## src/rtl/core/lsc_pkg.sv

```systemverilog
// Shared types, constants and helpers of the lattice split checker.
// Depends on nothing; every other file of rtl/core refers to it by scoped names.
`timescale 1ns / 1ps

package lsc_pkg;

	localparam int MAX_SITES_DEF  = 4096;
	localparam int LABEL_BITS_DEF = 8;

	localparam int SITE_W   = 12;
	localparam int LABEL_W  = 8;
	localparam int DIM_W    = 7;
	localparam int POS_W    = 6;
	localparam int NB_IDX_W = 13;
	localparam int RING_N   = 8;
	localparam int DIR_W    = 3;

	localparam logic [DIM_W-1:0] DIM_MIN = 7'd3;
	localparam logic [DIM_W-1:0] DIM_MAX = 7'd64;

	localparam int CFG_IDX_W = 1;
	localparam logic [CFG_IDX_W-1:0] CFG_GRID_WIDTH  = 1'd0;
	localparam logic [CFG_IDX_W-1:0] CFG_GRID_HEIGHT = 1'd1;

	localparam logic OP_WRITE = 1'b0;
	localparam logic OP_QUERY = 1'b1;

	typedef struct packed {
		logic                op;
		logic [SITE_W-1:0]   site;
		logic [LABEL_W-1:0]  cell_label;
	} in_item_t;

	typedef struct packed {
		logic                split;
		logic [SITE_W-1:0]   query_site;
	} out_item_t;

	typedef enum logic [3:0] {
		S_SWEEP,
		S_IDLE,
		S_DIV,
		S_RING_RD,
		S_RING_EV,
		S_RING_END,
		S_POP,
		S_POP_W,
		S_NB_RD,
		S_NB_EV,
		S_CLR_RD,
		S_CLR_WR,
		S_DONE
	} state_t;

	typedef enum logic [3:0] {
		A_NONE,
		A_SWEEP,
		A_WRITE,
		A_QUERY,
		A_RING_BASE,
		A_NB_RD,
		A_RING_EV,
		A_SEED,
		A_POP_RD,
		A_POP_LATCH,
		A_NB_EV,
		A_FLOOD_END,
		A_CLR_RD,
		A_CLR_WR,
		A_LOAD_OUT
	} act_t;

	typedef struct packed {
		act_t act;
		logic in_take;
	} cmd_t;

	typedef struct packed {
		logic sweep_last;
		logic div_busy;
		logic site_off;
		logic dir_last;
		logic entries_gt1;
		logic queue_empty;
		logic all_reached;
		logic clr_done;
		logic out_busy;
	} stat_t;

	typedef struct packed {
		logic [DIM_W-1:0] nr;
		logic [DIM_W-1:0] nc;
	} nb_t;

	// Clamp a lattice dimension into 3..64.
	function automatic logic [DIM_W-1:0] dim_eff(input logic [DIM_W-1:0] v);
		logic [DIM_W-1:0] d;
		if (v < DIM_MIN) d = DIM_MIN;
		else if (v > DIM_MAX) d = DIM_MAX;
		else d = v;
		return d;
	endfunction

	// Ring neighbour n of (r, c); -1 comes out as all ones, which fails any bound check.
	function automatic nb_t nb_step(input logic [POS_W-1:0] r, input logic [POS_W-1:0] c,
			input logic [DIR_W-1:0] n);
		logic [DIM_W-1:0] dr;
		logic [DIM_W-1:0] dc;
		nb_t o;
		unique case (n)
			3'd0: begin dc = 7'h7F; dr = 7'd1; end
			3'd1: begin dc = 7'd0;  dr = 7'd1; end
			3'd2: begin dc = 7'd1;  dr = 7'd1; end
			3'd3: begin dc = 7'd1;  dr = 7'd0; end
			3'd4: begin dc = 7'd1;  dr = 7'h7F; end
			3'd5: begin dc = 7'd0;  dr = 7'h7F; end
			3'd6: begin dc = 7'h7F; dr = 7'h7F; end
			default: begin dc = 7'h7F; dr = 7'd0; end
		endcase
		o.nr = {1'b0, r} + dr;
		o.nc = {1'b0, c} + dc;
		return o;
	endfunction

endpackage

```

## src/rtl/core/lsc_ctrl.sv

```systemverilog
// Controller state machine: sequences clear pass, ring scan, flood and mark cleanup.
// Depends on lsc_pkg; talks to lsc_dp through cmd_t and stat_t only.
`timescale 1ns / 1ps

module lsc_ctrl (
	input  logic            clk,
	input  logic            arst_n,
	input  logic            in_valid,
	input  logic            in_op,
	input  lsc_pkg::stat_t  stat,
	output lsc_pkg::cmd_t   cmd,
	output logic            idle
);

	lsc_pkg::state_t state_q, state_d;

	always_ff @(posedge clk or negedge arst_n) begin
		if (!arst_n) state_q <= lsc_pkg::S_SWEEP;
		else state_q <= state_d;
	end

	always_comb begin
		state_d     = state_q;
		cmd.act     = lsc_pkg::A_NONE;
		cmd.in_take = 1'b0;
		idle        = 1'b0;
		unique case (state_q)
			lsc_pkg::S_SWEEP: begin
				cmd.act = lsc_pkg::A_SWEEP;
				if (stat.sweep_last) state_d = lsc_pkg::S_IDLE;
			end
			lsc_pkg::S_IDLE: begin
				idle = 1'b1;
				if (in_valid) begin
					cmd.in_take = 1'b1;
					if (in_op == lsc_pkg::OP_QUERY) begin
						cmd.act = lsc_pkg::A_QUERY;
						state_d = lsc_pkg::S_DIV;
					end else begin
						cmd.act = lsc_pkg::A_WRITE;
					end
				end
			end
			lsc_pkg::S_DIV: begin
				if (!stat.div_busy) begin
					if (stat.site_off) begin
						state_d = lsc_pkg::S_DONE;
					end else begin
						cmd.act = lsc_pkg::A_RING_BASE;
						state_d = lsc_pkg::S_RING_RD;
					end
				end
			end
			lsc_pkg::S_RING_RD: begin
				cmd.act = lsc_pkg::A_NB_RD;
				state_d = lsc_pkg::S_RING_EV;
			end
			lsc_pkg::S_RING_EV: begin
				cmd.act = lsc_pkg::A_RING_EV;
				state_d = stat.dir_last ? lsc_pkg::S_RING_END : lsc_pkg::S_RING_RD;
			end
			lsc_pkg::S_RING_END: begin
				if (stat.entries_gt1) begin
					cmd.act = lsc_pkg::A_SEED;
					state_d = lsc_pkg::S_POP;
				end else begin
					state_d = lsc_pkg::S_DONE;
				end
			end
			lsc_pkg::S_POP: begin
				if (stat.queue_empty || stat.all_reached) begin
					cmd.act = lsc_pkg::A_FLOOD_END;
					state_d = lsc_pkg::S_CLR_RD;
				end else begin
					cmd.act = lsc_pkg::A_POP_RD;
					state_d = lsc_pkg::S_POP_W;
				end
			end
			lsc_pkg::S_POP_W: begin
				cmd.act = lsc_pkg::A_POP_LATCH;
				state_d = lsc_pkg::S_NB_RD;
			end
			lsc_pkg::S_NB_RD: begin
				cmd.act = lsc_pkg::A_NB_RD;
				state_d = lsc_pkg::S_NB_EV;
			end
			lsc_pkg::S_NB_EV: begin
				cmd.act = lsc_pkg::A_NB_EV;
				state_d = stat.dir_last ? lsc_pkg::S_POP : lsc_pkg::S_NB_RD;
			end
			lsc_pkg::S_CLR_RD: begin
				if (stat.clr_done) begin
					state_d = lsc_pkg::S_DONE;
				end else begin
					cmd.act = lsc_pkg::A_CLR_RD;
					state_d = lsc_pkg::S_CLR_WR;
				end
			end
			lsc_pkg::S_CLR_WR: begin
				cmd.act = lsc_pkg::A_CLR_WR;
				state_d = lsc_pkg::S_CLR_RD;
			end
			lsc_pkg::S_DONE: begin
				if (!stat.out_busy) begin
					cmd.act = lsc_pkg::A_LOAD_OUT;
					state_d = lsc_pkg::S_IDLE;
				end
			end
			default: state_d = lsc_pkg::S_IDLE;
		endcase
	end

endmodule

```

## config.mk

```make
export PLATFORM = sky130hd
export DESIGN_NAME = lsc_ctrl
export DESIGN_NICKNAME = d
export VERILOG_FILES = /design/src/rtl/core/lsc_pkg.sv /design/src/rtl/core/lsc_ctrl.sv
export SDC_FILE = /design/constraint.sdc
export NUM_CORES = 1
export LEC_CHECK = 0
export BUFFER_PORTS_ARGS = -buffer_cell sky130_fd_sc_hd__buf_2
export CORE_MARGIN = 5
export CORE_UTILIZATION = 40
export DETAILED_ROUTE_END_ITERATION = 6
export PLACE_DENSITY = 0.76
export SLEW_MARGIN = 20
export SYNTH_ARGS = -nofsm -noshare
export SYNTH_HDL_FRONTEND = slang
export SYNTH_SLANG_ARGS = --single-unit
```

## constraint.sdc

```tcl
create_clock -name clk -period 1.25 [get_ports clk]
set_input_delay 0.0625 -clock clk [delete_from_list [all_inputs] [get_ports clk]]
set_output_delay 0.0625 -clock clk [all_outputs]
set_load 0.1 [all_outputs]
```

# Yosys cells after proc, flatten, opt, wreduce, memory -nomap -nowiden
# Index checks and enable logic that the tools add are counted.
# W data, S select, Z words.
[op_classes] eq_ne=17 n_mux=23 reduce_logical=4
[op_table] op="$pmux W4 S13" count=1
[op_table] op="$pmux W4 S12" count=1
[op_table] op="$mux W4" count=11
[op_table] op="$eq A4 B4 Y1 const B" count=5
[op_table] op="$eq A4 B3 Y1 const B" count=4
[op_table] op="$mux W3" count=5
[op_table] op="$ne A2 B2 Y1 const B" count=5
[op_table] op="$eq A4 B2 Y1 const B" count=2
[op_table] op="$mux W5" count=1
[op_table] op="$reduce_and A5 Y1" count=1
[op_table] op="$eq A4 B1 Y1 const B" count=1
[op_table] op="$logic_not A4 Y1" count=1
[op_table] op="$mux W1" count=3
[op_table] op="$mux W2" count=1
[op_table] op="$reduce_or A2 Y1" count=1
[op_table] op="$logic_or A1 B1 Y1" count=1
[totals] regBits=4 in_bits=13 out_inout_bits=6

# Longest topological paths before layout
# Gate-level depths: netlist (run 1).
[depth] depth_word=3 ltp_mapped=6 mapped_depth_nobuf=4

# Worst setup path before layout (run 1)
# OpenSTA, ideal clock, no wires.
[synth_path] path_kind="flip-flop to output port" start="register state_q[0]" end="output port cmd[4] (netlist bit)" arrival_time_ns=3.056 setup_slack_ns=-1.869 stages_incl_launch_ff=6 path_cell_list="dfrtp_1 -> buf_2 -> buf_2 -> nor2_1 -> a31oi_1 -> o21ai_0"
[synth_rtl] item="start, declared" line="lsc_ctrl.sv:15" rtl="lsc_pkg::state_t state_q, state_d;"
[synth_rtl] item="start signal, assigned" line="lsc_ctrl.sv:18" rtl="if (!arst_n) state_q <= lsc_pkg::S_SWEEP;"
[synth_rtl] item="start signal, assigned" line="lsc_ctrl.sv:19" rtl="else state_q <= state_d;"
[synth_rtl] item="end, declared" line="lsc_ctrl.sv:11" rtl="output lsc_pkg::cmd_t cmd,"

==> results of run 1 <==
==> cells in the final DEF, fill, tap and decap left out, drive strengths merged, types with 4 or more instances in the layout <==
cell / n
nor2: 6
nor2b: 7
buf: 57
inv: 4
o21ai: 8
dfrtp: 4
nand2: 7
a21oi: 9
==> path summary, 6_finish.rpt <==
kind	depth (start not counted)	end	slack, ps
min in group asynchronous	2	state_q[1]	160
min	3	state_q[1]	120
min reg2reg	1	state_q[1]	630
max in group asynchronous	2	state_q[3]	950
max	6	cmd[3]	-490
max reg2reg	7	state_q[3]	-410
==> synth_stat cells (2+ instances only) <==
cell / n / area (um^2)
buf_6: 3 / 33.8
or2_2: 3 / 18.8
nand3_1: 2 / 10.0
nor4_1: 2 / 12.5
nand2_1: 7 / 26.3
nor2_1: 6 / 22.5
buf_2: 3 / 15.0
and2b_1: 2 / 15.0
o21ai_0: 7 / 35.0
nor3b_1: 2 / 15.0
a32oi_1: 3 / 26.3
nor2b_1: 7 / 43.8
a21oi_1: 9 / 45.0
nor3_1: 2 / 10.0
dfrtp_1: 4 / 100
inv_1: 4 / 15.0
o211ai_1: 3 / 22.5
==> area by class of cell <==
cell class / count / area [um^2] / share of cell area (%)
clock buffer: 3 / 22.5 / 1.66
inverter: 4 / 15.0 / 1.11
multi-input combinational: 76 / 677 / 49.9
sequential: 4 / 105 / 7.75
tap: 25 / 31.3 / 2.31
timing repair buffer: 58 / 505 / 37.3
==> logic make-up after synthesis <==
kind of cell | Yosys count
and+or+nand+nor | 39
AOI/OAI and AO/OA | 35
buffers and inverters | 12
DFF | 4
xor gates and xnor gates | 1
muxes | 1
==> repair_timing <==
action                                 in CTS  in global routing
setup endpoints to repair                  10                 10
hold buffers                                1                  0
endpoints found under the hold margin       4                  0
buffers inserted                           12                  3
pin swaps                                  10                 12
resized for setup                          25                 10
==> worst max-delay path, cell delays in order (launching register included) <==
cell and delay, ps:
dfrtp_2 430, and2b_1 230, a21oi_2 150, a2bb2oi_2 200, buf_4 150, nand3_4 70, buf_12 180
==> stage by stage <==
| stage | instances | setup TNS (ps) |
|---|---|---|
| global placement | 152 | -2250 |
| global route | 170 | -4440 |
| floorplan | 92 | -7470 |
| finish | 170 | -3830 |
| CTS | 168 | -3580 |
| detailed placement | 152 | -2740 |
==> routing by layer <==
layer  global-route usage, %  wire [um]
met4                    12.3        127
met5                       0          0
met2                    44.8       1570
met1                    26.3       1210
met3                    2.85        210
==> results.json, run 1 <==
{
  "finalCritPeriodShare_pct": 139,
  "overflow": 0,
  "seq_area_frac_synth_pct": 14.0,
  "drtAntennaViolNets": 0,
  "port_buffers": 18,
  "setup-violations-final": 10,
  "drive_above_1_share_pct": 65.5,
  "cp_max_fo": 6,
  "wl_per_cell_um": 18.3,
  "fmax_ghz": 0.575,
  "hold_viol": 0,
  "synth_xor_area_share_pct": 1.23,
  "drt-initial-drc-count": 22,
  "largest_register_ffs": 4,
  "yosysWarningCount": 0,
  "design_area_um2": 1360,
  "first_pass_iters": 4,
  "antenna_found_initial": 0,
  "synth_simple_gate_area_share_pct": 32.8,
  "grt_pass1_wl_mm": 4.78,
  "syn_avg_cell_area_um2": 7.75,
  "die_x_um": 52.2,
  "vias": 983,
  "hold_class": "input port to flip-flop",
  "ios": 19,
  "drv_cap": 0,
  "hpwl_mm": 1.87,
  "muxShareOfSynthArea_pct": 1.58,
  "clk_pin_slew_ps": 50,
  "cts_tree": "yes",
  "timing.hold.ws_ps": 123,
  "post-place-ws_ps": -342,
  "track_usage_pct": 24.0,
  "place_area_um2": 1090,
  "crit_arrival_ps": 1680,
  "skew_ps": 11.6,
  "clock_tree.buffer_depth": 2,
  "layout.nets": 160,
  "worst_setup_path_end_kind": "primary output",
  "core_area_um2": 1710,
  "path_class": "flip-flop to primary output",
  "synth_edf_count": 0,
  "clkSinkCount": 4,
  "die-area_um2": 2730,
  "ys.flop_type": "dfrtp_1",
  "worst_slew_pin_slew_ps": 303,
  "worstSkewPairLatency_ps": 260,
  "synthCells": 92,
  "hp-start": "stat[7]",
  "grt_max_degree": 12,
  "timing.rr.start": "state_q[2]",
  "violations": "setup timing",
  "htree_levels": 1,
  "start_util_pct": 41.8,
  "cp-startpoint": "state_q[2]",
  "drc": 0,
  "syn_area_um2": 713,
  "yosys.area_share.adder_pct": 0,
  "fin_ws_ps": -490,
  "drt_wl_total_mm": 3.12,
  "fillCellCount": 115,
  "die_y_um": 52.2,
  "rsz0062_at_grt": "true",
  "diodes": 0,
  "period_needed_ps": 1740,
  "top_regs": "state_q: 4 flops",
  "vias_per_cell": 5.78,
  "synthArstFlopShare_pct": 100,
  "synth-seq-cells": 4,
  "area_growth_pct": 90.2,
  "synth_top_family_by_area": "compound AO/OA/AOI/OAI gates",
  "clockRootBuffer": "clkbuf_4",
  "place_congestion": 0.895,
  "status": "finished with violations",
  "grt_pass1_vias": 1036,
  "fin_util_pct": 79.4,
  "relSlewSlack_pct": 79.7,
  "largest-register": "state_q",
  "synth_nets": 105,
  "rows": 15,
  "cp-start-kind": "flip-flop",
  "drv_slew": 0,
  "numCtsBuffers": 3,
  "synth_cell_types": 40,
  "synth_compound_area_share_pct": 38.4,
  "worstPathRequired_ps": 1190
}
Power of run 1 is left out: the tool's default activity adds up to more than one toggle a clock period on the data nets, which glitch-free logic cannot reach.
==> run 2, diff against run 1 <==
ABC_AREA = 1   (was unset)
PLACE_DENSITY = 0.78   (was 0.76)
==> results.json, run 2 <==
{
  "yosysWarningCount": 0,
  "first_pass_iters": 5,
  "antenna_found_initial": 0,
  "synth_common_cells": "nand2_1 (35), nor2_1 (18), inv_1 (12), nand3_1 (7), nand2_2 (5)",
  "synth_cell_types": 17,
  "synth_xor_area_share_pct": 0,
  "slowest_delay_ps": 430,
  "cp_max_fo": 5,
  "ios": 19,
  "rsz0062_at_grt": "true",
  "area_growth_pct": 113,
  "diodes": 0,
  "layout.nets": 173,
  "rows": 13,
  "clkSinkCount": 4,
  "yosys.area_share.adder_pct": 0,
  "setup-violations-final": 10,
  "synth_top_family_by_area": "simple AND/OR/NAND/NOR gates",
  "drt-initial-drc-count": 72,
  "status": "finished with violations",
  "worstPathRequired_ps": 1190,
  "seq_area_frac_synth_pct": 17.6,
  "synth_compound_area_share_pct": 7.69,
  "cts_tree": "yes",
  "crit_chain": "buf_4, nor2_4, buf_6, nand2_2, nand2_1, nor2_1, nand4_1, buf_12",
  "reg2regPathDepth": 9,
  "hold_class": "input port to flip-flop",
  "clockRootBuffer": "clkbuf_4",
  "fin_ws_ps": -531,
  "worst_setup_path_end_kind": "primary output",
  "r2r_slack_ps": -340,
  "synth-seq-cells": 4,
  "hold_viol": 0,
  "yosys.cell_count.top_type": "nand2_1",
  "finalCritPeriodShare_pct": 142,
  "grt_pass1_wl_mm": 3.85,
  "clock_tree.buffer_depth": 2,
  "largest-register": "state_q",
  "synth_nets": 117,
  "hpwl_mm": 1.68,
  "vias": 1050,
  "hp-start": "stat[7]",
  "overflow": 0,
  "timing.rr.start": "state_q[1]",
  "vias_per_cell": 6.03,
  "top_regs": "state_q: 4 flops",
  "synthArstFlopShare_pct": 100,
  "yosysTopAreaCell": "nand2_1",
  "place_congestion": 0.873,
  "start_util_pct": 43.2,
  "syn_avg_cell_area_um2": 5.47,
  "synth_edf_count": 0,
  "drc": 0,
  "cp-start-kind": "flip-flop",
  "syn_area_um2": 569,
  "relSlewSlack_pct": 74.1,
  "layout_common_cells": "buf_4 (27), nand2_1 (26), nand2_2 (12), buf_2 (12)",
  "grt_max_degree": 7,
  "die-area_um2": 2280,
  "violations": "setup timing",
  "wl_per_cell_um": 19.1,
  "worst_slew_pin_slew_ps": 386,
  "timing.hold.ws_ps": 163,
  "htree_levels": 1,
  "ys_top_cells_by_area": "nand2_1 (23%), dfrtp_1 (18%), nor2_1 (12%)",
  "period_needed_ps": 1780,
  "clk_pin_slew_ps": 40,
  "largest_register_ffs": 4,
  "skew_ps": 3.93,
  "die_x_um": 47.7,
  "grt_pass1_vias": 887,
  "layout_commonest_cell": "buf_4",
  "track_usage_pct": 24.4,
  "drv_cap": 0,
  "die_y_um": 47.7,
  "port_buffers": 18,
  "core_area_um2": 1320,
  "ys.flop_type": "dfrtp_1",
  "numCtsBuffers": 3,
  "worstSkewPairLatency_ps": 240,
  "drv_slew": 0,
  "synthCells": 104,
  "drt_wl_total_mm": 3.33,
  "drtAntennaViolNets": 0,
  "critical-path-slowest-cell": "dfrtp_2",
  "whs_endpoint": "state_q[1]",
  "fillCellCount": 49,
  "fmax_ghz": 0.561,
  "muxShareOfSynthArea_pct": 0,
  "drive_above_1_share_pct": 60.4,
  "synth_simple_gate_area_share_pct": 64.8,
  "path_class": "flip-flop to primary output",
  "synth_top_area_share_pct": 23.1,
  "crit_arrival_ps": 1720,
  "r2r-end": "state_q[1]",
  "hold_path_depth": 3
}
-- run 2: cell types whose count changed after synthesis, sizes merged, moves of 3 or more --
cell,delta
a21oi,-8
nand2,+33
nand4,+4
o21ai,-4
or2,-3
nor2b,-7
nor2,+19
a32oi,-3
inv,+11
nand3,+6
buf,-7
-- run 2: worst max-delay path, delay by kind of cell, from the launching register on --
family / cells / cell delay, ps
simple gates: 5 / 570
flops: 1 / 430
buf+inv: 3 / 480
-- run 2: cell families (layout without fill, tap and decap cells) --
logic type / Yosys count / after routing
AOI/OAI and AO/OA: 7 / 7
buffers and inverters: 15 / 70
DFF: 4 / 4
and+or+nand+nor: 78 / 78
-- run 2: timing repair --
action,4_1_cts,5_1_grt
endpoints found under the hold margin,4,0
gates resized for setup,19,20
buffers inserted,10,3
hold buffers,1,0
pin swaps,14,11
endpoints found under the setup margin,10,10
-- run 2: area by class of cell --
class | instances | area (um^2) | area share [%]
multi-input cells | 85 | 551 | 45.5
repair buffers | 51 | 449 | 37.1
flip-flops and latches | 4 | 105 | 8.68
inverters | 15 | 61.3 | 5.06
clock buffers | 4 | 26.3 | 2.17
well taps | 15 | 18.8 | 1.55
-- run 2: worst max path at each step --
stage | slack (ps) | end | startpoint | depth (start not counted)
final | -530 | cmd[3] | state_q[1] | 8
after global routing | -570 | cmd[3] | state_q[1] | 6
after CTS | -360 | cmd[3] | state_q[2] | 7
after detailed placement | -230 | cmd[2] | state_q[1] | 7
after global placement | -150 | cmd[2] | state_q[2] | 7
after floorplan | -540 | cmd[3] | state_q[2] | 6
-- run 2: routing by layer --
layer / wire length [um] / share of wire [%] / global-route usage, % / vias up
li1: - / - / - / 433
met2: 1670 / 50 / 42.5 / 104
met3: 339 / 10 / 4.14 / 29
met4: 174 / 5.2 / 16.7 / 0
met1: 1140 / 34 / 26.5 / 484
met5: 0 / 0 / 0 / -
-- run 2: metrics by stage --
step                instance area (um^2)  TNS (ps)  util (%)  instances  worst slack [ps]
floorplan                            602     -2740         -        104              -542
global placement                     943      -796      71.6        156              -146
detailed placement                   943     -1320      71.6        156              -230
CTS                                 1120     -2250      85.0        171              -358
global route                        1210     -3890      91.9        174              -568
finish                              1210     -3650      91.9        174              -531
Power of run 2 is left out for the same reason.
